$ cat src/hw/rtl/igrl_pkg.sv
// Shared types, constants and helpers for the pan-tilt visual-servo rate law.
// Used by igrl_alu, igrl_div and ibvs_gimbal_rate_law_top. No dependencies.
package igrl_pkg;

  // Fixed-point format
  localparam int FRAC_BITS = 16;
  localparam int DW        = 32;
  localparam int DIV_NW    = DW + FRAC_BITS + 1;

  localparam logic signed [DW-1:0] Q_ONE = DW'(1) << FRAC_BITS;
  localparam logic signed [DW-1:0] Q_MAX = {1'b0, {(DW-1){1'b1}}};
  localparam logic signed [DW-1:0] Q_MIN = {1'b1, {(DW-1){1'b0}}};

  // Configuration register indexes
  localparam logic [2:0] REG_MODE   = 3'd0;
  localparam logic [2:0] REG_GAIN   = 3'd1;
  localparam logic [2:0] REG_MAX    = 3'd2;
  localparam logic [2:0] REG_DEAD   = 3'd3;
  localparam logic [2:0] REG_TGT_X  = 3'd4;
  localparam logic [2:0] REG_TGT_Y  = 3'd5;

  // Tracking modes
  localparam logic [1:0] MODE_LOCK   = 2'd0;
  localparam logic [1:0] MODE_NORMAL = 2'd1;
  localparam logic [1:0] MODE_MINUS  = 2'd2;

  // Limiter status codes
  localparam logic [1:0] LIM_PASS  = 2'd0;
  localparam logic [1:0] LIM_CLAMP = 2'd1;
  localparam logic [1:0] LIM_DEAD  = 2'd2;

  // Shared unit operations
  localparam logic [2:0] OP_ADD = 3'd0;
  localparam logic [2:0] OP_SUB = 3'd1;
  localparam logic [2:0] OP_NEG = 3'd2;
  localparam logic [2:0] OP_MUL = 3'd3;
  localparam logic [2:0] OP_DIV = 3'd4;

  // Operand sources
  localparam logic [4:0] S_X    = 5'd0;
  localparam logic [4:0] S_Y    = 5'd1;
  localparam logic [4:0] S_Z    = 5'd2;
  localparam logic [4:0] S_PX   = 5'd3;
  localparam logic [4:0] S_PY   = 5'd4;
  localparam logic [4:0] S_PZ   = 5'd5;
  localparam logic [4:0] S_MV0  = 5'd6;
  localparam logic [4:0] S_MV1  = 5'd7;
  localparam logic [4:0] S_MV2  = 5'd8;
  localparam logic [4:0] S_MV3  = 5'd9;
  localparam logic [4:0] S_MV4  = 5'd10;
  localparam logic [4:0] S_MV5  = 5'd11;
  localparam logic [4:0] S_TILT = 5'd12;
  localparam logic [4:0] S_ONE  = 5'd13;
  localparam logic [4:0] S_T    = 5'd14;
  localparam logic [4:0] S_U0   = 5'd15;
  localparam logic [4:0] S_U1   = 5'd16;
  localparam logic [4:0] S_XX   = 5'd17;
  localparam logic [4:0] S_YY   = 5'd18;
  localparam logic [4:0] S_XY   = 5'd19;
  localparam logic [4:0] S_OPX  = 5'd20;
  localparam logic [4:0] S_OPY  = 5'd21;
  localparam logic [4:0] S_YPZ  = 5'd22;
  localparam logic [4:0] S_PXZ  = 5'd23;
  localparam logic [4:0] S_PYZ  = 5'd24;
  localparam logic [4:0] S_A0   = 5'd25;
  localparam logic [4:0] S_A1   = 5'd26;
  localparam logic [4:0] S_DET  = 5'd27;
  localparam logic [4:0] S_C1   = 5'd28;
  localparam logic [4:0] S_GAIN = 5'd29;
  localparam logic [4:0] S_TX   = 5'd30;
  localparam logic [4:0] S_TY   = 5'd31;

  // Result destinations
  localparam logic [4:0] D_T     = 5'd0;
  localparam logic [4:0] D_U0    = 5'd1;
  localparam logic [4:0] D_U1    = 5'd2;
  localparam logic [4:0] D_XX    = 5'd3;
  localparam logic [4:0] D_YY    = 5'd4;
  localparam logic [4:0] D_XY    = 5'd5;
  localparam logic [4:0] D_OPX   = 5'd6;
  localparam logic [4:0] D_OPY   = 5'd7;
  localparam logic [4:0] D_YPZ   = 5'd8;
  localparam logic [4:0] D_PXZ   = 5'd9;
  localparam logic [4:0] D_PYZ   = 5'd10;
  localparam logic [4:0] D_A0    = 5'd11;
  localparam logic [4:0] D_A1    = 5'd12;
  localparam logic [4:0] D_DET   = 5'd13;
  localparam logic [4:0] D_C1    = 5'd14;
  localparam logic [4:0] D_PITCH = 5'd15;
  localparam logic [4:0] D_YAW   = 5'd16;

  // Program addresses where the sequencer branches
  localparam logic [6:0] PC_GAIN = 7'd44;
  localparam logic [6:0] PC_ADJ  = 7'd50;
  localparam logic [6:0] PC_OUT  = 7'd64;

  typedef struct packed {
    logic [2:0] op;
    logic [4:0] src_a;
    logic [4:0] src_b;
    logic [4:0] dst;
  } uop_t;

  typedef struct packed {
    logic signed [DW-1:0] val;
    logic [1:0]           code;
  } lim_t;

  // Saturate a 33-bit sum to 32 bits
  function automatic logic signed [DW-1:0] sat33(input logic signed [DW:0] v);
    if (v > $signed({1'b0, Q_MAX})) begin
      return Q_MAX;
    end else if (v < $signed({1'b1, Q_MIN})) begin
      return Q_MIN;
    end
    return v[DW-1:0];
  endfunction

  // Clamp to max, then zero below the dead zone
  function automatic lim_t limit_rate(input logic signed [DW-1:0] v,
                                      input logic [DW-2:0] max_r,
                                      input logic [DW-2:0] dead);
    lim_t r;
    logic [DW-1:0] mag;
    mag    = v[DW-1] ? DW'(-v) : DW'(v);
    r.val  = v;
    r.code = LIM_PASS;
    if (mag > {1'b0, max_r}) begin
      r.val  = v[DW-1] ? -$signed({1'b0, max_r}) : $signed({1'b0, max_r});
      mag    = {1'b0, max_r};
      r.code = LIM_CLAMP;
    end
    if (mag < {1'b0, dead}) begin
      r.val  = '0;
      r.code = LIM_DEAD;
    end
    return r;
  endfunction

  // Micro-program of the rate law, one ALU or divider operation per address
  function automatic uop_t micro_rom(input logic [6:0] pc);
    uop_t u;
    case (pc)
      7'd0:  u = '{OP_MUL, S_X,    S_X,    D_XX};
      7'd1:  u = '{OP_MUL, S_Y,    S_Y,    D_YY};
      7'd2:  u = '{OP_MUL, S_X,    S_Y,    D_XY};
      7'd3:  u = '{OP_MUL, S_PY,   S_Z,    D_PYZ};
      7'd4:  u = '{OP_MUL, S_PX,   S_Z,    D_PXZ};
      7'd5:  u = '{OP_ADD, S_ONE,  S_XX,   D_OPX};
      7'd6:  u = '{OP_ADD, S_ONE,  S_YY,   D_OPY};
      7'd7:  u = '{OP_NEG, S_Z,    S_Z,    D_T};
      7'd8:  u = '{OP_MUL, S_T,    S_MV0,  D_U0};
      7'd9:  u = '{OP_MUL, S_T,    S_MV1,  D_U1};
      7'd10: u = '{OP_MUL, S_X,    S_Z,    D_T};
      7'd11: u = '{OP_MUL, S_T,    S_MV2,  D_T};
      7'd12: u = '{OP_ADD, S_U0,   S_T,    D_U0};
      7'd13: u = '{OP_MUL, S_Y,    S_Z,    D_T};
      7'd14: u = '{OP_MUL, S_T,    S_MV2,  D_T};
      7'd15: u = '{OP_ADD, S_U1,   S_T,    D_U1};
      7'd16: u = '{OP_ADD, S_Y,    S_PYZ,  D_YPZ};
      7'd17: u = '{OP_MUL, S_X,    S_YPZ,  D_T};
      7'd18: u = '{OP_MUL, S_T,    S_MV3,  D_T};
      7'd19: u = '{OP_ADD, S_U0,   S_T,    D_U0};
      7'd20: u = '{OP_MUL, S_PY,   S_Y,    D_T};
      7'd21: u = '{OP_ADD, S_PZ,   S_T,    D_T};
      7'd22: u = '{OP_MUL, S_Z,    S_T,    D_T};
      7'd23: u = '{OP_ADD, S_OPY,  S_T,    D_T};
      7'd24: u = '{OP_MUL, S_T,    S_MV3,  D_T};
      7'd25: u = '{OP_ADD, S_U1,   S_T,    D_U1};
      7'd26: u = '{OP_MUL, S_PX,   S_X,    D_T};
      7'd27: u = '{OP_ADD, S_PZ,   S_T,    D_T};
      7'd28: u = '{OP_MUL, S_Z,    S_T,    D_T};
      7'd29: u = '{OP_ADD, S_OPX,  S_T,    D_T};
      7'd30: u = '{OP_NEG, S_T,    S_T,    D_T};
      7'd31: u = '{OP_MUL, S_T,    S_MV4,  D_T};
      7'd32: u = '{OP_ADD, S_U0,   S_T,    D_U0};
      7'd33: u = '{OP_ADD, S_X,    S_PXZ,  D_T};
      7'd34: u = '{OP_MUL, S_Y,    S_T,    D_T};
      7'd35: u = '{OP_NEG, S_T,    S_T,    D_T};
      7'd36: u = '{OP_MUL, S_T,    S_MV4,  D_T};
      7'd37: u = '{OP_ADD, S_U1,   S_T,    D_U1};
      7'd38: u = '{OP_MUL, S_YPZ,  S_MV5,  D_T};
      7'd39: u = '{OP_ADD, S_U0,   S_T,    D_U0};
      7'd40: u = '{OP_NEG, S_X,    S_X,    D_T};
      7'd41: u = '{OP_SUB, S_T,    S_PXZ,  D_T};
      7'd42: u = '{OP_MUL, S_T,    S_MV5,  D_T};
      7'd43: u = '{OP_ADD, S_U1,   S_T,    D_U1};
      7'd44: u = '{OP_SUB, S_X,    S_TX,   D_T};
      7'd45: u = '{OP_MUL, S_GAIN, S_T,    D_T};
      7'd46: u = '{OP_ADD, S_U0,   S_T,    D_U0};
      7'd47: u = '{OP_SUB, S_Y,    S_TY,   D_T};
      7'd48: u = '{OP_MUL, S_GAIN, S_T,    D_T};
      7'd49: u = '{OP_ADD, S_U1,   S_T,    D_U1};
      7'd50: u = '{OP_NEG, S_XY,   S_XY,   D_T};
      7'd51: u = '{OP_MUL, S_T,    S_U0,   D_A0};
      7'd52: u = '{OP_MUL, S_OPX,  S_U1,   D_T};
      7'd53: u = '{OP_ADD, S_A0,   S_T,    D_A0};
      7'd54: u = '{OP_NEG, S_OPY,  S_OPY,  D_T};
      7'd55: u = '{OP_MUL, S_T,    S_U0,   D_A1};
      7'd56: u = '{OP_MUL, S_XY,   S_U1,   D_T};
      7'd57: u = '{OP_ADD, S_A1,   S_T,    D_A1};
      7'd58: u = '{OP_ADD, S_OPX,  S_YY,   D_DET};
      7'd59: u = '{OP_DIV, S_A0,   S_DET,  D_T};
      7'd60: u = '{OP_NEG, S_T,    S_T,    D_PITCH};
      7'd61: u = '{OP_DIV, S_A1,   S_DET,  D_T};
      7'd62: u = '{OP_NEG, S_T,    S_T,    D_C1};
      7'd63: u = '{OP_DIV, S_C1,   S_TILT, D_YAW};
      default: u = '{OP_ADD, S_T,  S_T,    D_T};
    endcase
    return u;
  endfunction

endpackage

$ cat src/hw/rtl/igrl_alu.sv
// Shared combinational arithmetic unit: saturating add, subtract, negate and
// rounded fixed-point multiply. Depends on igrl_pkg.
module igrl_alu (
  input  logic [2:0]                    op,
  input  logic signed [igrl_pkg::DW-1:0] a,
  input  logic signed [igrl_pkg::DW-1:0] b,
  output logic signed [igrl_pkg::DW-1:0] y
);

  logic signed [2*igrl_pkg::DW-1:0] prod;
  logic signed [2*igrl_pkg::DW-1:0] shifted;
  logic signed [igrl_pkg::DW:0]     sum;

  // Product with round-half-up, floor shift, then saturate
  assign prod    = a * b + ((2*igrl_pkg::DW)'(1) <<< (igrl_pkg::FRAC_BITS - 1));
  assign shifted = prod >>> igrl_pkg::FRAC_BITS;

  always_comb begin
    case (op)
      igrl_pkg::OP_ADD: sum = {a[igrl_pkg::DW-1], a} + {b[igrl_pkg::DW-1], b};
      igrl_pkg::OP_SUB: sum = {a[igrl_pkg::DW-1], a} - {b[igrl_pkg::DW-1], b};
      igrl_pkg::OP_NEG: sum = -{a[igrl_pkg::DW-1], a};
      default:          sum = '0;
    endcase
  end

  always_comb begin
    if (op == igrl_pkg::OP_MUL) begin
      if (shifted > $signed({{igrl_pkg::DW{1'b0}}, igrl_pkg::Q_MAX})) begin
        y = igrl_pkg::Q_MAX;
      end else if (shifted < $signed({{igrl_pkg::DW{1'b1}}, igrl_pkg::Q_MIN})) begin
        y = igrl_pkg::Q_MIN;
      end else begin
        y = shifted[igrl_pkg::DW-1:0];
      end
    end else begin
      y = igrl_pkg::sat33(sum);
    end
  end

endmodule

$ cat config.mk
export PLATFORM = sky130hd
export DESIGN_NAME = igrl_alu
export DESIGN_NICKNAME = d
export VERILOG_FILES = /design/src/hw/rtl/igrl_pkg.sv /design/src/hw/rtl/igrl_alu.sv
export SDC_FILE = /design/constraint.sdc
export NUM_CORES = 2
export LEC_CHECK = 0
export ABC_AREA = 0
export BUFFER_PORTS_ARGS = -buffer_cell sky130_fd_sc_hd__buf_2
export CORE_MARGIN = 2
export CORE_UTILIZATION = 30
export DETAILED_ROUTE_END_ITERATION = 8
export GPL_TIMING_DRIVEN = 0
export PLACE_DENSITY = 0.4
export SETUP_SLACK_MARGIN = 0.05
export SLEW_MARGIN = 20
export SYNTH_ARGS = -nofsm -noshare
export SYNTH_HDL_FRONTEND = slang
export SYNTH_SLANG_ARGS = --single-unit
$ cat constraint.sdc
create_clock -name vclk -period 25.7
set_input_delay 1.285 -clock vclk [all_inputs]
set_output_delay 1.285 -clock vclk [all_outputs]
set_load 0.1 [all_outputs]
# After elaboration in Yosys (flattened, before gate mapping)
# Cells that the tools add are included.
# W data, S select, Z words.
[totals] regBits=0 in_bits=67 output_inout_bits=32 wordCells=23
[classes] add_sub_neg=4 mul=1 order_cmp=4 eq_ne=3 mux=10 reduce_logical=1
[ops] cell="$mux W32" n=6
[ops] cell="$pmux W33 S3" n=1
[ops] cell="$add A64 B17 Y64 const B" n=1
[ops] cell="$mul A32 B32 Y64" n=1
[ops] cell="$gt A48 B32 Y1 const B" n=1
[ops] cell="$lt A48 B32 Y1 const B" n=1
[ops] cell="$add A32 B32 Y33" n=1
[ops] cell="$gt A33 B32 Y1 const B" n=1
[ops] cell="$lt A33 B32 Y1 const B" n=1
[ops] cell="$neg A33 Y33" n=1
[ops] cell="$sub A32 B32 Y33" n=1
[ops] cell="$eq A3 B2 Y1 const B" n=2
[ops] cell="$eq A3 B1 Y1 const B" n=1
[ops] cell="$logic_not A3 Y1" n=1
[ops] cell="$mux W1" n=3

# Depth between registers and ports, before layout
[logic_depth] ltp_word=8 mapped_depth=33 ltp_nobuf=29

# Worst setup path after synthesis
# No wires, ideal clock.
[synth_timing] path_type="in2out" from="in b[2] (netlist bit)" to="out y[0] (netlist bit)" arrival_ps=11171 t_required_ps=24415 slack_ps=13244 stages=30 n_path_buf=3 path_cell_list="clkbuf_1 > clkbuf_1 > nand2_1 > inv_1 > fa_1 > fa_1 > fa_1 > inv_1 > fa_1 > inv_1 > fa_1 > fa_1 > inv_1 > fa_1 > inv_1 > fa_1 > ha_1 > buf_2 > and2_1 > and4_4 > a21oi_1 > a21oi_1 > or3_1 > a221oi_1 > a21boi_1 > nor4_2 > nand4_1 > o41ai_4 > nand2_1 > a21oi_1"
[synth_via] elab_chain_cells=8 word_cells_on_any_way=17 cone_classes="add/sub (3); mul (1); order compare (4); mux (9)"
[synth_lines] element="from (decl)" line_no="igrl_alu.sv:6" rtl="input logic signed [igrl_pkg::DW-1:0] b,"
[synth_lines] element="branches (longest 7 deep; another with $mul A32 B32 Y64)"
[synth_lines] element="$mux W32 *" line_no="igrl_alu.sv:28" rtl="if (op == igrl_pkg::OP_MUL) begin"
[synth_lines] element="to (decl)" line_no="igrl_alu.sv:7" rtl="output logic signed [igrl_pkg::DW-1:0] y"
# Mark *: on every way between the ends. The select of a mux whose other input is x is not followed.

# Worst setup path in the final report
[layout_timing] from="in b[5] (netlist bit)" to="out y[1] (netlist bit)"
# The elaborated chain is that of the path after synthesis.

==> results list <==
- Data on the critical path arrives at its endpoint at 13.24 ns.
- The die covers 0.137 mm2.
* Slowest cell on the critical path: fa_1
- Mean cell area of the mapped netlist: 8.92 um2
- Adder-Cell Fraction of Synth Area: 60.3%
- After synthesis, the largest family of logic cells by area is adder cells.
- The number of nets handed over by synthesis was 5884.
* Post-synthesis instance area: 0.0403 mm2
* Least-Margin Pin Slew: 1.31 ns
- In this run the tightest slew margin relative to its limit is 13.0%.
* Global placer's final weighted congestion: 0.934
* Initial Utilization: 30.2%
- The global routing stage identified its most utilized layer as met2.
- Tcrit/Tclk final: 56.5%
- Setup violations remaining at the end of the flow were counted as 0.
- Remaining number of nets flagged by the antenna check after routing: 0
* CTS Hold Bufs: 0
* Total vias in the final route: 31700
- Synthesis warning total: 0
- Grouping stages by cell kind, the critical path spends the most delay in adder cells.
- 99 I/O pins were placed.
* Wire length of the first global-routing pass: 259000 um
- After detailed routing, the number of remaining DRC violations is 0.
* Critical path fanouts, max: 11
* Critical path launch point type: input port
- Summed over all nets, the half-perimeter wirelength after detailed placement is 155000 um.
* Run status: complete, no violations
* Basic-gate share of the synthesized area counting and, or, nand and nor cells: 17.9%
- Relative to the synthesized area, the layout overhead comes to 6.71%.
* First-pass DRT Iterations: 6
- Flip-flop and latch area: 0 um2
* GRT Total Usage: 26.7%
- DIE HEIGHT: 371 um
- The hold violation total from the final report came to 0.
- The synthesized netlist contains 87 unique library cells.
- In this design, the critical path's most frequently occurring cell is fa_1.
- For this run, the slowest stage of the critical path takes 1.03 ns.
* DRT iter0 DRCs: 2196
- For met2 alone, demand over resource in global routing was 44.7%.
* Antenna violations before repair: 31
* Horizontal die dimension: 371 um
* Layout net count: 5965
- Fraction of synthesized area in multiplexers: 0.112%
* Min cycle time layout: 14.53 ns
- The floorplan has 134 rows.
- Critical Path Sink Type: output pin
- The synthesized netlist devotes 7.15% of its cell area to compound gates.
- Post-detailed-route via-to-cell ratio: 4.96
- Based on the critical path, the design can be clocked at up to 0.0688 GHz.
- Input and output buffers added on the ports amount to 77.
* Category of the most critical setup path: in2out
* Pin count of the biggest net entering global routing: 25
- The number of global-route vias before repair is 34300.
- Summing the areas of all xor and xnor instances in the mapped netlist gives 3.04% of the synthesized area.
* Post-CTS resize count: 0
- At the worst endpoint, the required time is 24.41 ns.
* Post-DR wirelength/cell: 28.4 um
- The final layout contains routed wiring with a total length of 181000 um.
- Area of the core: 0.133 mm2
* Met3 track demand over resource: 1.91%
- Total number of sequential cells: 0
* Number of buffer and inverter stages on the critical path: 9
* Total Negative Setup Slacks: 0 ns
* Max-cap viol count: 0
* Post CTS Setup Buffer Count: 0
- Fraction of the yosys area taken by sequential cells: 0%
- Met1 Resource Use GR: 36.2%
- The layout has 0 clock buffers.
* Class of the tightest hold or removal check: in2out
- Residual overflow from global routing: 0
- Synthesized netlist cell count: 4523
- Setup repair after global routing left no endpoint under its margin.
* Proportion of layout cells with a drive suffix above 1: 4.82%
- The number of slew-limit violations in the final report was 0.
path summary, 6_finish.rpt:
path / startpoint / end / slack, ns / depth (start not counted)
setup / recovery: b[5] / y[1] / 11.17 / 30
hold / removal: op[1] / y[31] / 3.48 / 5
per-stage QoR:
stage	hold WS (ns)	worst slack [ns]	util [%]	instances	cell area, um2
floorplan	3.09	13.24	-	4523	40300
global placement	3.47	10.98	32.2	6368	42900
detailed placement	3.47	11.27	32.2	6369	43000
CTS	3.47	11.21	32.2	6369	43000
global route	3.51	10.71	32.2	6370	43000
finish	3.48	11.17	32.2	6385	43000
synth_stat cells (all sizes together) (7+ instances only):
master	number	area share, %
o31ai	12	0.26
clkbuf	256	2.4
o211ai	7	0.14
a21oi	177	2.5
a31oi	10	0.19
nor4	15	0.26
fa	1083	54
nand3	25	0.32
ha	211	6.5
and2	519	8.1
o22ai	24	0.37
a21o	27	0.50
o21a	13	0.24
and4	13	0.29
nand2	611	5.9
nor2	104	0.97
o21ai	96	1.2
xnor2	74	1.6
nor3	32	0.44
nand2b	20	0.31
nand4	29	0.47
buf	29	0.38
xor2	66	1.4
or3	17	0.26
o21bai	22	0.43
nor2b	9	0.14
inv	938	8.7
routing by layer:
metal	routed length [um]	part of all wire (%)	up-vias
met5	0	0	-
met2	86100	48	964
met4	8500	4.7	0
met3	9210	5.1	219
met1	77500	43	16900
li1	-	-	13600
area by class of cell:
| class | instances | area (um2) |
|---|---|---|
| multi-input combinational | 3300 | 35700 |
| inverter | 938 | 3520 |
| fill | 14500 | 90400 |
| timing repair buffer | 79 | 424 |
| buffer | 285 | 1140 |
| tap | 1768 | 2210 |
| antenna | 15 | 37.5 |
cell usage in the layout (no fill, tap or decap), types with 8 or more instances in the layout:
| cell type | synthesis | routed |
|---|---|---|
| o22ai_1 | 24 | 24 |
| o21ai_0 | 89 | 88 |
| a21oi_2 | 32 | 32 |
| clkbuf_2 | 0 | 24 |
| nor4_1 | 13 | 13 |
| nor2b_1 | 9 | 9 |
| nor2_1 | 103 | 103 |
| nand2_2 | 30 | 30 |
| nand2b_1 | 20 | 20 |
| fa_1 | 1083 | 1082 |
| a21oi_1 | 145 | 145 |
| nand2_1 | 581 | 581 |
| or3_1 | 17 | 17 |
| ha_1 | 211 | 211 |
| a21o_1 | 27 | 27 |
| diode_2 | 0 | 15 |
| nor3_1 | 30 | 30 |
| nand3_1 | 24 | 24 |
| xnor2_1 | 74 | 74 |
| a31oi_1 | 9 | 9 |
| inv_1 | 938 | 938 |
| o21bai_1 | 20 | 20 |
| nand4_1 | 28 | 28 |
| o21a_1 | 13 | 13 |
| buf_2 | 17 | 95 |
| xor2_1 | 66 | 66 |
| and4_1 | 11 | 11 |
| clkbuf_1 | 256 | 232 |
| and2_1 | 519 | 519 |
| buf_1 | 9 | 8 |
| o31ai_1 | 11 | 11 |
cell families (layout without fill, tap and decap cells):
logic type | after synthesis | after routing
muxes | 4 | 4
and+or+nand+nor | 1420 | 1420
adders and majority gates | 1294 | 1294
buffers and inverters | 1223 | 1302
AOI/OAI and AO/OA | 442 | 442
xor gates and xnor gates | 140 | 140
other | 0 | 15
tightest hold or removal path, cell delays in order:
cell and delay (ns):
buf_2 0.12, and3b_1 0.27, nand2_1 0.16, nand2b_1 0.07, buf_2 0.29
