[config.mk]
export PLATFORM = sky130hd
export DESIGN_NAME = igrl_div
export DESIGN_NICKNAME = d
export VERILOG_FILES = /design/src/hw/rtl/igrl_pkg.sv /design/src/hw/rtl/igrl_div.sv
export SDC_FILE = /design/constraint.sdc
export NUM_CORES = 1
export LEC_CHECK = 0
export BUFFER_PORTS_ARGS = -buffer_cell sky130_fd_sc_hd__buf_4
export CELL_PAD_IN_SITES_DETAIL_PLACEMENT = 0
export CELL_PAD_IN_SITES_GLOBAL_PLACEMENT = 1
export CORE_MARGIN = 3
export CORE_UTILIZATION = 38
export DETAILED_ROUTE_END_ITERATION = 10
export PLACE_DENSITY_LB_ADDON = 0.1
export SLEW_MARGIN = 20
export SYNTH_ARGS = -nofsm -noshare
export SYNTH_HDL_FRONTEND = slang
export SYNTH_SLANG_ARGS = --single-unit
[constraint.sdc]
create_clock -name clk -period 7.75 [get_ports clk]
set_clock_uncertainty 0.15 [all_clocks]
set_input_delay 0.3875 -clock clk [delete_from_list [all_inputs] [get_ports clk]]
set_output_delay 0.3875 -clock clk [all_outputs]
set_load 0.05 [all_outputs]
[src/hw/rtl/igrl_pkg.sv]
// Shared types, constants and helpers for the pan-tilt visual-servo rate law.
// Used by igrl_alu, igrl_div and ibvs_gimbal_rate_law_top. No dependencies.
package igrl_pkg;

  // Fixed-point format
  localparam int FRAC_BITS = 16;
  localparam int DW        = 32;
  localparam int DIV_NW    = DW + FRAC_BITS + 1;

  localparam logic signed [DW-1:0] Q_ONE = DW'(1) << FRAC_BITS;
  localparam logic signed [DW-1:0] Q_MAX = {1'b0, {(DW-1){1'b1}}};
  localparam logic signed [DW-1:0] Q_MIN = {1'b1, {(DW-1){1'b0}}};

  // Configuration register indexes
  localparam logic [2:0] REG_MODE   = 3'd0;
  localparam logic [2:0] REG_GAIN   = 3'd1;
  localparam logic [2:0] REG_MAX    = 3'd2;
  localparam logic [2:0] REG_DEAD   = 3'd3;
  localparam logic [2:0] REG_TGT_X  = 3'd4;
  localparam logic [2:0] REG_TGT_Y  = 3'd5;

  // Tracking modes
  localparam logic [1:0] MODE_LOCK   = 2'd0;
  localparam logic [1:0] MODE_NORMAL = 2'd1;
  localparam logic [1:0] MODE_MINUS  = 2'd2;

  // Limiter status codes
  localparam logic [1:0] LIM_PASS  = 2'd0;
  localparam logic [1:0] LIM_CLAMP = 2'd1;
  localparam logic [1:0] LIM_DEAD  = 2'd2;

  // Shared unit operations
  localparam logic [2:0] OP_ADD = 3'd0;
  localparam logic [2:0] OP_SUB = 3'd1;
  localparam logic [2:0] OP_NEG = 3'd2;
  localparam logic [2:0] OP_MUL = 3'd3;
  localparam logic [2:0] OP_DIV = 3'd4;

  // Operand sources
  localparam logic [4:0] S_X    = 5'd0;
  localparam logic [4:0] S_Y    = 5'd1;
  localparam logic [4:0] S_Z    = 5'd2;
  localparam logic [4:0] S_PX   = 5'd3;
  localparam logic [4:0] S_PY   = 5'd4;
  localparam logic [4:0] S_PZ   = 5'd5;
  localparam logic [4:0] S_MV0  = 5'd6;
  localparam logic [4:0] S_MV1  = 5'd7;
  localparam logic [4:0] S_MV2  = 5'd8;
  localparam logic [4:0] S_MV3  = 5'd9;
  localparam logic [4:0] S_MV4  = 5'd10;
  localparam logic [4:0] S_MV5  = 5'd11;
  localparam logic [4:0] S_TILT = 5'd12;
  localparam logic [4:0] S_ONE  = 5'd13;
  localparam logic [4:0] S_T    = 5'd14;
  localparam logic [4:0] S_U0   = 5'd15;
  localparam logic [4:0] S_U1   = 5'd16;
  localparam logic [4:0] S_XX   = 5'd17;
  localparam logic [4:0] S_YY   = 5'd18;
  localparam logic [4:0] S_XY   = 5'd19;
  localparam logic [4:0] S_OPX  = 5'd20;
  localparam logic [4:0] S_OPY  = 5'd21;
  localparam logic [4:0] S_YPZ  = 5'd22;
  localparam logic [4:0] S_PXZ  = 5'd23;
  localparam logic [4:0] S_PYZ  = 5'd24;
  localparam logic [4:0] S_A0   = 5'd25;
  localparam logic [4:0] S_A1   = 5'd26;
  localparam logic [4:0] S_DET  = 5'd27;
  localparam logic [4:0] S_C1   = 5'd28;
  localparam logic [4:0] S_GAIN = 5'd29;
  localparam logic [4:0] S_TX   = 5'd30;
  localparam logic [4:0] S_TY   = 5'd31;

  // Result destinations
  localparam logic [4:0] D_T     = 5'd0;
  localparam logic [4:0] D_U0    = 5'd1;
  localparam logic [4:0] D_U1    = 5'd2;
  localparam logic [4:0] D_XX    = 5'd3;
  localparam logic [4:0] D_YY    = 5'd4;
  localparam logic [4:0] D_XY    = 5'd5;
  localparam logic [4:0] D_OPX   = 5'd6;
  localparam logic [4:0] D_OPY   = 5'd7;
  localparam logic [4:0] D_YPZ   = 5'd8;
  localparam logic [4:0] D_PXZ   = 5'd9;
  localparam logic [4:0] D_PYZ   = 5'd10;
  localparam logic [4:0] D_A0    = 5'd11;
  localparam logic [4:0] D_A1    = 5'd12;
  localparam logic [4:0] D_DET   = 5'd13;
  localparam logic [4:0] D_C1    = 5'd14;
  localparam logic [4:0] D_PITCH = 5'd15;
  localparam logic [4:0] D_YAW   = 5'd16;

  // Program addresses where the sequencer branches
  localparam logic [6:0] PC_GAIN = 7'd44;
  localparam logic [6:0] PC_ADJ  = 7'd50;
  localparam logic [6:0] PC_OUT  = 7'd64;

  typedef struct packed {
    logic [2:0] op;
    logic [4:0] src_a;
    logic [4:0] src_b;
    logic [4:0] dst;
  } uop_t;

  typedef struct packed {
    logic signed [DW-1:0] val;
    logic [1:0]           code;
  } lim_t;

  // Saturate a 33-bit sum to 32 bits
  function automatic logic signed [DW-1:0] sat33(input logic signed [DW:0] v);
    if (v > $signed({1'b0, Q_MAX})) begin
      return Q_MAX;
    end else if (v < $signed({1'b1, Q_MIN})) begin
      return Q_MIN;
    end
    return v[DW-1:0];
  endfunction

  // Clamp to max, then zero below the dead zone
  function automatic lim_t limit_rate(input logic signed [DW-1:0] v,
                                      input logic [DW-2:0] max_r,
                                      input logic [DW-2:0] dead);
    lim_t r;
    logic [DW-1:0] mag;
    mag    = v[DW-1] ? DW'(-v) : DW'(v);
    r.val  = v;
    r.code = LIM_PASS;
    if (mag > {1'b0, max_r}) begin
      r.val  = v[DW-1] ? -$signed({1'b0, max_r}) : $signed({1'b0, max_r});
      mag    = {1'b0, max_r};
      r.code = LIM_CLAMP;
    end
    if (mag < {1'b0, dead}) begin
      r.val  = '0;
      r.code = LIM_DEAD;
    end
    return r;
  endfunction

  // Micro-program of the rate law, one ALU or divider operation per address
  function automatic uop_t micro_rom(input logic [6:0] pc);
    uop_t u;
    case (pc)
      7'd0:  u = '{OP_MUL, S_X,    S_X,    D_XX};
      7'd1:  u = '{OP_MUL, S_Y,    S_Y,    D_YY};
      7'd2:  u = '{OP_MUL, S_X,    S_Y,    D_XY};
      7'd3:  u = '{OP_MUL, S_PY,   S_Z,    D_PYZ};
      7'd4:  u = '{OP_MUL, S_PX,   S_Z,    D_PXZ};
      7'd5:  u = '{OP_ADD, S_ONE,  S_XX,   D_OPX};
      7'd6:  u = '{OP_ADD, S_ONE,  S_YY,   D_OPY};
      7'd7:  u = '{OP_NEG, S_Z,    S_Z,    D_T};
      7'd8:  u = '{OP_MUL, S_T,    S_MV0,  D_U0};
      7'd9:  u = '{OP_MUL, S_T,    S_MV1,  D_U1};
      7'd10: u = '{OP_MUL, S_X,    S_Z,    D_T};
      7'd11: u = '{OP_MUL, S_T,    S_MV2,  D_T};
      7'd12: u = '{OP_ADD, S_U0,   S_T,    D_U0};
      7'd13: u = '{OP_MUL, S_Y,    S_Z,    D_T};
      7'd14: u = '{OP_MUL, S_T,    S_MV2,  D_T};
      7'd15: u = '{OP_ADD, S_U1,   S_T,    D_U1};
      7'd16: u = '{OP_ADD, S_Y,    S_PYZ,  D_YPZ};
      7'd17: u = '{OP_MUL, S_X,    S_YPZ,  D_T};
      7'd18: u = '{OP_MUL, S_T,    S_MV3,  D_T};
      7'd19: u = '{OP_ADD, S_U0,   S_T,    D_U0};
      7'd20: u = '{OP_MUL, S_PY,   S_Y,    D_T};
      7'd21: u = '{OP_ADD, S_PZ,   S_T,    D_T};
      7'd22: u = '{OP_MUL, S_Z,    S_T,    D_T};
      7'd23: u = '{OP_ADD, S_OPY,  S_T,    D_T};
      7'd24: u = '{OP_MUL, S_T,    S_MV3,  D_T};
      7'd25: u = '{OP_ADD, S_U1,   S_T,    D_U1};
      7'd26: u = '{OP_MUL, S_PX,   S_X,    D_T};
      7'd27: u = '{OP_ADD, S_PZ,   S_T,    D_T};
      7'd28: u = '{OP_MUL, S_Z,    S_T,    D_T};
      7'd29: u = '{OP_ADD, S_OPX,  S_T,    D_T};
      7'd30: u = '{OP_NEG, S_T,    S_T,    D_T};
      7'd31: u = '{OP_MUL, S_T,    S_MV4,  D_T};
      7'd32: u = '{OP_ADD, S_U0,   S_T,    D_U0};
      7'd33: u = '{OP_ADD, S_X,    S_PXZ,  D_T};
      7'd34: u = '{OP_MUL, S_Y,    S_T,    D_T};
      7'd35: u = '{OP_NEG, S_T,    S_T,    D_T};
      7'd36: u = '{OP_MUL, S_T,    S_MV4,  D_T};
      7'd37: u = '{OP_ADD, S_U1,   S_T,    D_U1};
      7'd38: u = '{OP_MUL, S_YPZ,  S_MV5,  D_T};
      7'd39: u = '{OP_ADD, S_U0,   S_T,    D_U0};
      7'd40: u = '{OP_NEG, S_X,    S_X,    D_T};
      7'd41: u = '{OP_SUB, S_T,    S_PXZ,  D_T};
      7'd42: u = '{OP_MUL, S_T,    S_MV5,  D_T};
      7'd43: u = '{OP_ADD, S_U1,   S_T,    D_U1};
      7'd44: u = '{OP_SUB, S_X,    S_TX,   D_T};
      7'd45: u = '{OP_MUL, S_GAIN, S_T,    D_T};
      7'd46: u = '{OP_ADD, S_U0,   S_T,    D_U0};
      7'd47: u = '{OP_SUB, S_Y,    S_TY,   D_T};
      7'd48: u = '{OP_MUL, S_GAIN, S_T,    D_T};
      7'd49: u = '{OP_ADD, S_U1,   S_T,    D_U1};
      7'd50: u = '{OP_NEG, S_XY,   S_XY,   D_T};
      7'd51: u = '{OP_MUL, S_T,    S_U0,   D_A0};
      7'd52: u = '{OP_MUL, S_OPX,  S_U1,   D_T};
      7'd53: u = '{OP_ADD, S_A0,   S_T,    D_A0};
      7'd54: u = '{OP_NEG, S_OPY,  S_OPY,  D_T};
      7'd55: u = '{OP_MUL, S_T,    S_U0,   D_A1};
      7'd56: u = '{OP_MUL, S_XY,   S_U1,   D_T};
      7'd57: u = '{OP_ADD, S_A1,   S_T,    D_A1};
      7'd58: u = '{OP_ADD, S_OPX,  S_YY,   D_DET};
      7'd59: u = '{OP_DIV, S_A0,   S_DET,  D_T};
      7'd60: u = '{OP_NEG, S_T,    S_T,    D_PITCH};
      7'd61: u = '{OP_DIV, S_A1,   S_DET,  D_T};
      7'd62: u = '{OP_NEG, S_T,    S_T,    D_C1};
      7'd63: u = '{OP_DIV, S_C1,   S_TILT, D_YAW};
      default: u = '{OP_ADD, S_T,  S_T,    D_T};
    endcase
    return u;
  endfunction

endpackage

[src/hw/rtl/igrl_div.sv]
// Radix-2 restoring divider for rounded, saturating fixed-point quotients.
// One quotient bit per cycle. Depends on igrl_pkg.
module igrl_div (
  input  logic                           clk,
  input  logic                           rst,
  input  logic                           start,
  input  logic signed [igrl_pkg::DW-1:0] a,
  input  logic signed [igrl_pkg::DW-1:0] b,
  output logic                           done,
  output logic signed [igrl_pkg::DW-1:0] res
);

  localparam int NW = igrl_pkg::DIV_NW;
  localparam int CW = $clog2(NW + 1);

  localparam logic [1:0] DV_IDLE = 2'd0;
  localparam logic [1:0] DV_RUN  = 2'd1;
  localparam logic [1:0] DV_END  = 2'd2;

  logic [1:0]               state;
  logic [CW-1:0]            cnt;
  logic [NW-1:0]            num;
  logic [NW-1:0]            quo;
  logic [igrl_pkg::DW-1:0]  rem;
  logic [igrl_pkg::DW-1:0]  div;
  logic                     neg;
  logic [igrl_pkg::DW-1:0]  ua;
  logic [igrl_pkg::DW-1:0]  ub;
  logic [igrl_pkg::DW:0]    trial;
  logic                     qbit;

  assign ua    = a[igrl_pkg::DW-1] ? igrl_pkg::DW'(-a) : igrl_pkg::DW'(a);
  assign ub    = b[igrl_pkg::DW-1] ? igrl_pkg::DW'(-b) : igrl_pkg::DW'(b);
  assign trial = {rem, num[NW-1]};
  assign qbit  = trial >= {1'b0, div};

  always_ff @(posedge clk) begin
    if (rst) begin
      state <= DV_IDLE;
      done  <= 1'b0;
    end else begin
      done <= 1'b0;
      case (state)
        DV_IDLE: begin
          if (start) begin
            neg <= a[igrl_pkg::DW-1] != b[igrl_pkg::DW-1];
            // zero divisor saturates by the sign of the dividend, or gives zero for a zero dividend
            if (ub == '0) begin
              if (a == '0) begin
                res <= '0;
              end else if (a[igrl_pkg::DW-1]) begin
                res <= igrl_pkg::Q_MIN;
              end else begin
                res <= igrl_pkg::Q_MAX;
              end
              done <= 1'b1;
            end else begin
              num   <= (NW'(ua) << igrl_pkg::FRAC_BITS) + NW'(ub >> 1);
              div   <= ub;
              rem   <= '0;
              quo   <= '0;
              cnt   <= '0;
              state <= DV_RUN;
            end
          end
        end
        DV_RUN: begin
          rem <= qbit ? igrl_pkg::DW'(trial - {1'b0, div}) : trial[igrl_pkg::DW-1:0];
          quo <= {quo[NW-2:0], qbit};
          num <= {num[NW-2:0], 1'b0};
          cnt <= cnt + 1'b1;
          if (cnt == CW'(NW - 1)) begin
            state <= DV_END;
          end
        end
        DV_END: begin
          // apply sign and saturate
          if (neg) begin
            if (quo > NW'({1'b1, {(igrl_pkg::DW-1){1'b0}}})) begin
              res <= igrl_pkg::Q_MIN;
            end else begin
              res <= -$signed(quo[igrl_pkg::DW-1:0]);
            end
          end else begin
            if (quo > NW'(igrl_pkg::Q_MAX)) begin
              res <= igrl_pkg::Q_MAX;
            end else begin
              res <= quo[igrl_pkg::DW-1:0];
            end
          end
          done  <= 1'b1;
          state <= DV_IDLE;
        end
        default: state <= DV_IDLE;
      endcase
    end
  end

endmodule

# After elaboration in Yosys (flattened, before gate mapping)
# Cells that the tools add are included.
[classes] muxes=30 n_eq_ne=8 add_sub_neg=6 bitwise_logic=2 magnitude_cmp=3 reduce_logical=10
[ops] cell="$mux 32" n=12
[ops] cell="$mux 49" n=4
[ops] cell="$pmux 49 s2" n=2
[ops] cell="$pmux 32 s2" n=2
[ops] cell="$neg 32->32" n=3
[ops] cell="$logic_not 32->1" n=2
[ops] cell="$add 48x31->49" n=1
[ops] cell="$gt 49x31->1 const B" n=1
[ops] cell="$gt 49x32->1 const B" n=1
[ops] cell="$ge 33x32->1" n=1
[ops] cell="$sub 32x32->32" n=1
[ops] cell="$mux 6" n=2
[ops] cell="$pmux 6 s2" n=1
[ops] cell="$reduce_and 4->1" n=3
[ops] cell="$ne 2x2->1 const B" n=4
[ops] cell="$add 6x1->6 const B" n=1
[ops] cell="$eq 6x6->1 const B" n=1
[ops] cell="$mux 2" n=3
[ops] cell="$reduce_and 3->1" n=2
[ops] cell="$pmux 2 s2" n=1
[ops] cell="$reduce_bool 2->1" n=2
[ops] cell="$eq 2x1->1 const B" n=1
[ops] cell="$eq 2x2->1 const B" n=1
[ops] cell="$logic_not 2->1" n=1
[ops] cell="other kinds (4)" n=6
[word_totals] in_bits=67 register_bits=204

# Logic depth before layout (Yosys ltp)
# Gate-level depths: netlist of the first run.
[logic_depth] word_depth=6 depth_mapped=20 mapped_depth_nobuf=18

# Worst setup path after synthesis of the first run
# OpenSTA, ideal clock, no wires.
[synth_timing] kind="input to register" startpoint="input port b[7] (netlist bit)" endpoint="register cnt[0], enable pin" stages=10 setup_time_ps=507 n_path_buf=2 t_required_ps=7093 arrival_time_ps=5692 slack_ps=1401 path_cell_list="buf_6 -> or4_4 -> or3_1 -> buf_2 -> or3_4 -> nor4b_1 -> or4_1 -> nor4_2 -> a31oi_1 -> o21a_1"
[synth_between] elab_chain_len=5
[synth_lines] item="from (decl)" line="igrl_div.sv:8" source="input logic signed [igrl_pkg::DW-1:0] b,"
[synth_lines] item="$neg 32->32" line="igrl_div.sv:33" source="assign ub = b[igrl_pkg::DW-1] ? igrl_pkg::DW'(-b) : igrl_pkg::DW'(b);"
[synth_lines] item="$mux 32" line="igrl_div.sv:33"
[synth_lines] item="via ub, one bit" line="igrl_div.sv:28" source="logic [igrl_pkg::DW-1:0] ub;"
[synth_lines] item="$logic_not 32->1" line="igrl_div.sv:48" source="if (ub == '0) begin"
[synth_lines] item="$ne 2x2->1 (no source line)"
[synth_lines] item="$reduce_and 4->1 (no source line)"
[synth_lines] item="to (signal assigned)" line="igrl_div.sv:71" source="cnt <= cnt + 1'b1;"
[synth_lines] item="to (decl)" line="igrl_div.sv:21" source="logic [CW-1:0] cnt;"
# The timed path passes the listed nets, and every way through them passes these cells.
# A chain may end at the register's enable or synchronous reset.

# Worst setup path in the final report of the first run
[layout_timing] startpoint="input port b[0] (netlist bit)" endpoint="register num[44] (data pin)"
[layout_between] elab_chain_len=6
[layout_lines] item="$neg 32->32" line="igrl_div.sv:33"
[layout_lines] item="$mux 32" line="igrl_div.sv:33"
[layout_lines] item="via ub, one bit" line="igrl_div.sv:28"
[layout_lines] item="$add 48x31->49" line="igrl_div.sv:58" source="num <= (NW'(ua) << igrl_pkg::FRAC_BITS) + NW'(ub >> 1);"
[layout_lines] item="$mux 49" line="igrl_div.sv:48"
[layout_lines] item="$mux 49" line="igrl_div.sv:45" source="if (start) begin"
[layout_lines] item="$pmux 49 s2" line="igrl_div.sv:43" source="case (state)"
[layout_lines] item="to (signal assigned)" line="igrl_div.sv:58"
[layout_lines] item="to (signal assigned)" line="igrl_div.sv:70" source="num <= {num[NW-2:0], 1'b0};"
[layout_lines] item="to (decl)" line="igrl_div.sv:22" source="logic [NW-1:0] num;"
# The timed path passes the listed nets, and every way through them passes these cells. The select of a mux whose other input is x is not followed.

==> results of run 1 <==
==> layout by cell type (no fill, tap or decap), types with 19 or more instances in the layout <==
master | netlist | layout
xor2_1 | 46 | 46
xnor2_1 | 71 | 71
o31ai_1 | 44 | 44
o21ai_0 | 108 | 108
or3_1 | 28 | 28
nor4_1 | 19 | 19
clkbuf_16 | 0 | 27
a21oi_1 | 95 | 95
and2_1 | 54 | 54
inv_1 | 72 | 72
edfxtp_1 | 201 | 201
nor3_1 | 31 | 30
nand3_1 | 24 | 24
ha_1 | 53 | 53
nand2_1 | 103 | 103
buf_4 | 0 | 110
a21o_1 | 21 | 21
nor2_1 | 137 | 136
==> final timing paths <==
| check | to | cells after the start |
|---|---|---|
| worst min-delay path | div[2] | 2 |
| worst max register to register | rem[18] | 11 |
| worst min register to register | num[20] | 1 |
| worst max-delay path | num[44] | 20 |
==> cells by family after synthesis <==
family / count (synthesis) / synth area share [%]
buffers and inverters: 142 / 4.05
and+or+nand+nor: 503 / 19.3
muxes: 13 / 0.987
AOI/OAI and AO/OA: 365 / 17.4
adders and majority gates: 55 / 5.23
DFF: 204 / 45.4
xor gates and xnor gates: 117 / 7.63
==> stage by stage <==
stage	hold slack (ps)	instance area [sq um]	std cells
floorplan	314	13400	1399
global placement	350	14600	1895
detailed placement	367	14600	1895
CTS	49.4	15500	1944
global route	70.6	15500	1944
finish	72.4	15500	1944
==> power by group <==
part | total [uW] | internal, uW | switching (uW)
clock | 1240 | 769 | 470
sequential | 1380 | 1330 | 52.3
combinational | 693 | 276 | 418
==> synthesized netlist by cell type (all sizes together) (3+ instances only) <==
cell type / n / area share (%)
a21oi: 95 / 3.5
nand4b: 7 / 0.46
nand2b: 18 / 0.84
o21ai: 111 / 4.2
buf: 8 / 0.31
mux2i: 11 / 0.82
nor3: 32 / 1.2
xor2: 46 / 3.0
nand4: 14 / 0.65
o31ai: 44 / 2.5
o31a: 3 / 0.20
clkbuf: 62 / 1.7
inv: 72 / 2.0
o41ai: 14 / 1.2
nor2b: 9 / 0.42
or4: 19 / 1.1
and3: 7 / 0.33
nor3b: 3 / 0.17
dfxtp: 3 / 0.45
nor4b: 4 / 0.37
nand3: 24 / 0.89
o211ai: 5 / 0.35
a21o: 21 / 1.2
o21a: 12 / 0.67
and2: 55 / 2.6
a311oi: 3 / 0.20
o21bai: 3 / 0.17
a211oi: 14 / 0.78
or3: 30 / 1.5
nand3b: 5 / 0.28
nand2: 103 / 2.9
a31oi: 10 / 0.47
o41a: 4 / 0.34
nor2: 137 / 3.8
xnor2: 71 / 4.6
ha: 53 / 4.9
a221oi: 3 / 0.20
nor4: 20 / 0.98
o2111ai: 4 / 0.26
edfxtp: 201 / 45
or2: 13 / 0.61
==> area by class of cell <==
type | count | area, sq um
clock buffer | 33 | 698
clock inverter | 14 | 180
fill | 3335 | 19200
inverter | 72 | 270
multi-input combinational | 1053 | 6830
sequential | 204 | 6100
tap | 455 | 569
timing repair buffer | 113 | 866
==> flip-flops by register name (all words and copies together), names as in the netlist <==
| name | flops |
|---|---|
| quo | 49 |
| num | 49 |
| res | 32 |
| neg | 1 |
| rem | 32 |
| div | 32 |
| cnt | 6 |
| done | 1 |
| state | 2 |
==> routing by layer <==
layer | GRT usage [%] | wire length (um)
met1 | 28.0 | 17800
met2 | 28.2 | 15200
met3 | 2.40 | 1660
met4 | 3.35 | 524
met5 | 0 | 0
==> critical path, stage by stage <==
cell           delay (ps)
dlygate4sd3_1         540
buf_4                 150
or3_1                 370
or4_1                 560
or3_1                 510
o41ai_2               260
xor2_1                130
inv_1                 100
ha_1                  170
inv_1                  50
fa_1                  400
nor2b_1               160
o31a_1                190
o21ba_2               170
o2111ai_1             110
mux2i_1               460
o211ai_2              240
nor3_1                220
xor2_1                170
a21oi_1                80
==> what timing repair did <==
| action | 4_1_cts | 5_1_grt |
|---|---|---|
| endpoints found under the hold margin | 3 | 0 |
| hold buffers | 2 | 0 |
| resized for setup | 0 | 0 |
==> impl_metrics.tcl, run 1 <==
set metrics [dict create \
    r2r_setup_slack_ps 3620 \
    min_path_type "in2reg" \
    r2r-start "div[12]" \
    synthCells 1399 \
    max-cap-violations 0 \
    io_pins 100 \
    synth_seq_area_share_pct 45.4 \
    leakage_uw 0.00578 \
    die-area_sq_um 37700 \
    hold_viol 0 \
    syn_area_sq_um 13400 \
    row_count 68 \
    clock.fmax_ghz 0.187 \
    nNetsFinal 1592 \
    antenna_found_initial 0 \
    die_h_um 194 \
    critPathRequiredTime_ps 7840 \
    grt_start_max_net_pins 73 \
    dr.pass1.iters 4 \
    areaGrowthSynthToFinish_pct 15.4 \
    ant_nets 0 \
    post-dp-hpwl_mm 25.0 \
    slew_violations 0 \
    antenna_cells 0 \
    h-tree-depth 1 \
    arrival_ps 5440 \
    initial_core_util_pct 38.7 \
    ir_worst_vdd_uv 151 \
    cts_made_buffers 26 \
    ys_ff_latch 204 \
    synth_async_sr_flop_share_pct 0 \
    route.detailed.wl_per_inst_um 18.1 \
    grt_pass1_wl_mm 57.3 \
    drt-total-wl_mm 35.3 \
    cp_max_fo 7 \
    routed-via-count 10500 \
    p_per_area_nw_per_um2 214 \
    crit_type "in2reg" \
    via_per_inst 5.41 \
    post-place-ws_ps 2390 \
    crit_path_start_kind "input port" \
    drcViolationCount 0 \
    fp.coreArea_sq_um 34700 \
    drt_iter0_drc 726 \
    cts_tree "done" \
    syn_nets 1521 \
    fin_util_pct 44.7 \
    grt_pass1_vias 10300 \
    grt_usage_pct 18.3 \
    final-setup-viol-count 0 \
    die_width_um 194 \
    clockBufferDepth 3 \
    clk_pin_slew_ps 60 \
    max_slew_margin_pct 26.4 \
    power_uw 3320 \
    finalSetupTns_ps 0 \
    cts_root_buffer "clkbuf_16" \
    cts_setup_buffers 0 \
    avgSynthCellArea_sq_um 9.61 \
    post_route_cells_drive_above_1_share_pct 12.7 \
    gp_congestion 0.839 \
    synth-main-ff-cell "edfxtp_1" \
    crit_path_end_kind "flop" \
    ys_types 74 \
    rsz0062_at_grt "false" \
    port_buffers 99 \
    cts_sinks 204 \
    outcome "finished clean" \
    period_minus_slack_ps 5350 \
    worstSetupStartpoint "b[0]" \
    tightest_slew_ps 1100 \
    synth_edf_count 201 \
    yosys_warnings 0 \
    fin_ws_ps 2400 \
    hp-start "b[2]" \
    overflow 0 \
    fin_crit_sh_pct 69.1 \
    insertion_delay_ps 530 \
]
No activity file was read; power rests on OpenSTA's default activity.
==> run 2, diff against run 1 <==
Clock period 7.75 ns to 5.3 ns, I/O delays scaled along.
==> run 2 against run 1 <==
Effect of this change:
- utilization rose by 0.43 points
- setup slack worse by 2100 ps
- global-route usage fell by 0.076 points
- first-iteration DRC count is 11% lower
- critical path depth stayed put
- largest cell class unchanged
- sequential share of layout area is 0.37 points lower
- cell count grew 1.1%
- combinational power up 50%
- wire length is 1.2% higher
- critical path type unchanged
- count of clock-buffer cells in the layout fell by 2
- highest routed layer unchanged
- sequential power up 46%
- final area rose by 0.95%
==> impl_metrics.tcl, run 2 (synthesis results as in run 1) <==
set metrics [dict create \
    outcome "finished clean" \
    final-setup-viol-count 0 \
    drt-total-wl_mm 35.7 \
    crit_path_start_kind "input port" \
    dr.pass1.iters 5 \
    row_count 68 \
    clkPwrFrac_pct 35.4 \
    post-dp-hpwl_mm 25.4 \
    slew_violations 0 \
    ir_worst_vdd_uv 200 \
    period_minus_slack_ps 5000 \
    max-cap-violations 0 \
    finalSetupTns_ps 0 \
    final_cell_mix "201 x edfxtp_1, 136 x nor2_1, 121 x buf_4" \
    fp.coreArea_sq_um 34700 \
    reg_top3 "num: 49 flops, quo: 49 flops" \
    antenna_cells 0 \
    grt_start_max_net_pins 80 \
    insertion_delay_ps 520 \
    via_per_inst 5.42 \
    clockBufferDepth 3 \
    overflow 0 \
    max_slew_margin_pct 34.4 \
    cts_root_buffer "clkbuf_16" \
    io_pins 100 \
    rsz0062_at_grt "false" \
    areaGrowthSynthToFinish_pct 16.5 \
    hold_viol 0 \
    arrival_ps 5080 \
    crit_path_end_kind "flop" \
    drt_iter0_drc 647 \
    power.share.sequential_pct 42.7 \
    die_width_um 194 \
    power_switching_uw 1370 \
    critPathRequiredTime_ps 5380 \
    drcViolationCount 0 \
    cts_sinks 204 \
    port_buffers 99 \
    p_comb_share_pct 21.9 \
    post_route_cells_drive_above_1_share_pct 13.0 \
    cp_max_fo 6 \
    grt_pass1_vias 10300 \
    nNetsFinal 1615 \
    p_per_area_nw_per_um2 303 \
    crit_type "in2reg" \
    h-tree-depth 1 \
    dpl_cell_area_sq_um 14700 \
    grt_usage_pct 18.3 \
    routed-via-count 10600 \
    leakage_uw 0.00585 \
    grt_pass1_wl_mm 56.7 \
    cts_tree "done" \
    p_int_uw 3370 \
    stdcell_area_sq_um 15700 \
    die_h_um 194 \
    ant_nets 0 \
    antenna_found_initial 0 \
    tightest_slew_ps 983 \
    fin_crit_sh_pct 94.4 \
    clk_pin_slew_ps 60 \
    cts_made_buffers 25 \
    layout_commonest_cell "edfxtp_1" \
    route.detailed.wl_per_inst_um 18.1 \
    switching_share_pct 28.8 \
    initial_core_util_pct 38.7 \
    min_path_type "in2reg" \
    die-area_sq_um 37700 \
    gp_congestion 0.864 \
    clock.fmax_ghz 0.200 \
]
[run 2: stage by stage]
step	setup slack, ps	power (uW)	hold WS, ps	utilization (%)	instances
2_1_floorplan	445	2770	192	-	1399
5_1_grt	16.0	4990	19.8	45.1	1966
6_report	297	4740	9.99	45.1	1966
3_5_place_dp	183	3080	331	42.3	1905
3_3_place_gp	235	3080	326	42.3	1905
4_1_cts	215	4790	4.02	45.0	1965
[run 2: power groups by stage]
stage / clock (uW) / combinational, uW / sequential, uW
final: 1680 / 1040 / 2020
after global routing: 1780 / 1170 / 2040
after CTS: 1730 / 1040 / 2020
after detailed placement: 0 / 1030 / 2060
after global placement: 0 / 1030 / 2050
after floorplan: 0 / 745 / 2030
[run 2: repair_timing]
action,4_1_cts,5_1_grt
endpoints found under the setup margin,0,15
resized for setup,0,4
setup buffers,0,1
hold buffers,15,0
hold endpoints to repair,17,0
[run 2: worst paths after layout]
check        startpoint       to  slack [ps]  cells past startpoint
max                b[0]  num[45]         300                     20
min               b[18]  div[18]          10                      3
max reg2reg     div[12]  rem[21]        1300                     12
min reg2reg     num[30]  num[31]         370                      2
[run 2: worst max-delay path, cell delays in order]
cell and delay (ps):
dlygate4sd3_1 540, buf_4 150, or3_1 390, or4_1 440, buf_4 180, or3_4 420, o31ai_1 280, xor2_1 290
inv_1 120, ha_1 380, a21o_1 200, a21oi_1 200, nand2_1 80, a211o_1 280, a31oi_1 180, buf_4 170
nand3b_1 190, nor3_1 90, xor2_1 160, a21oi_1 80
[run 2: area by class of cell]
type | instances | area (sq um)
inverters | 72 | 270
clock inverters | 14 | 143
repair buffers | 137 | 1080
flip-flops and latches | 204 | 6100
clock buffers | 31 | 648
multi-input cells | 1053 | 6850
fillers | 3379 | 19100
well taps | 455 | 569
[run 2: layer usage]
metal  vias to the layer above  track usage [%]  wire [um]
met5                         -                0          0
met4                         0             3.30        587
li1                       5347                -          -
met1                      5061             26.9      17800
met2                       201             29.3      15900
met3                        39             2.19       1340
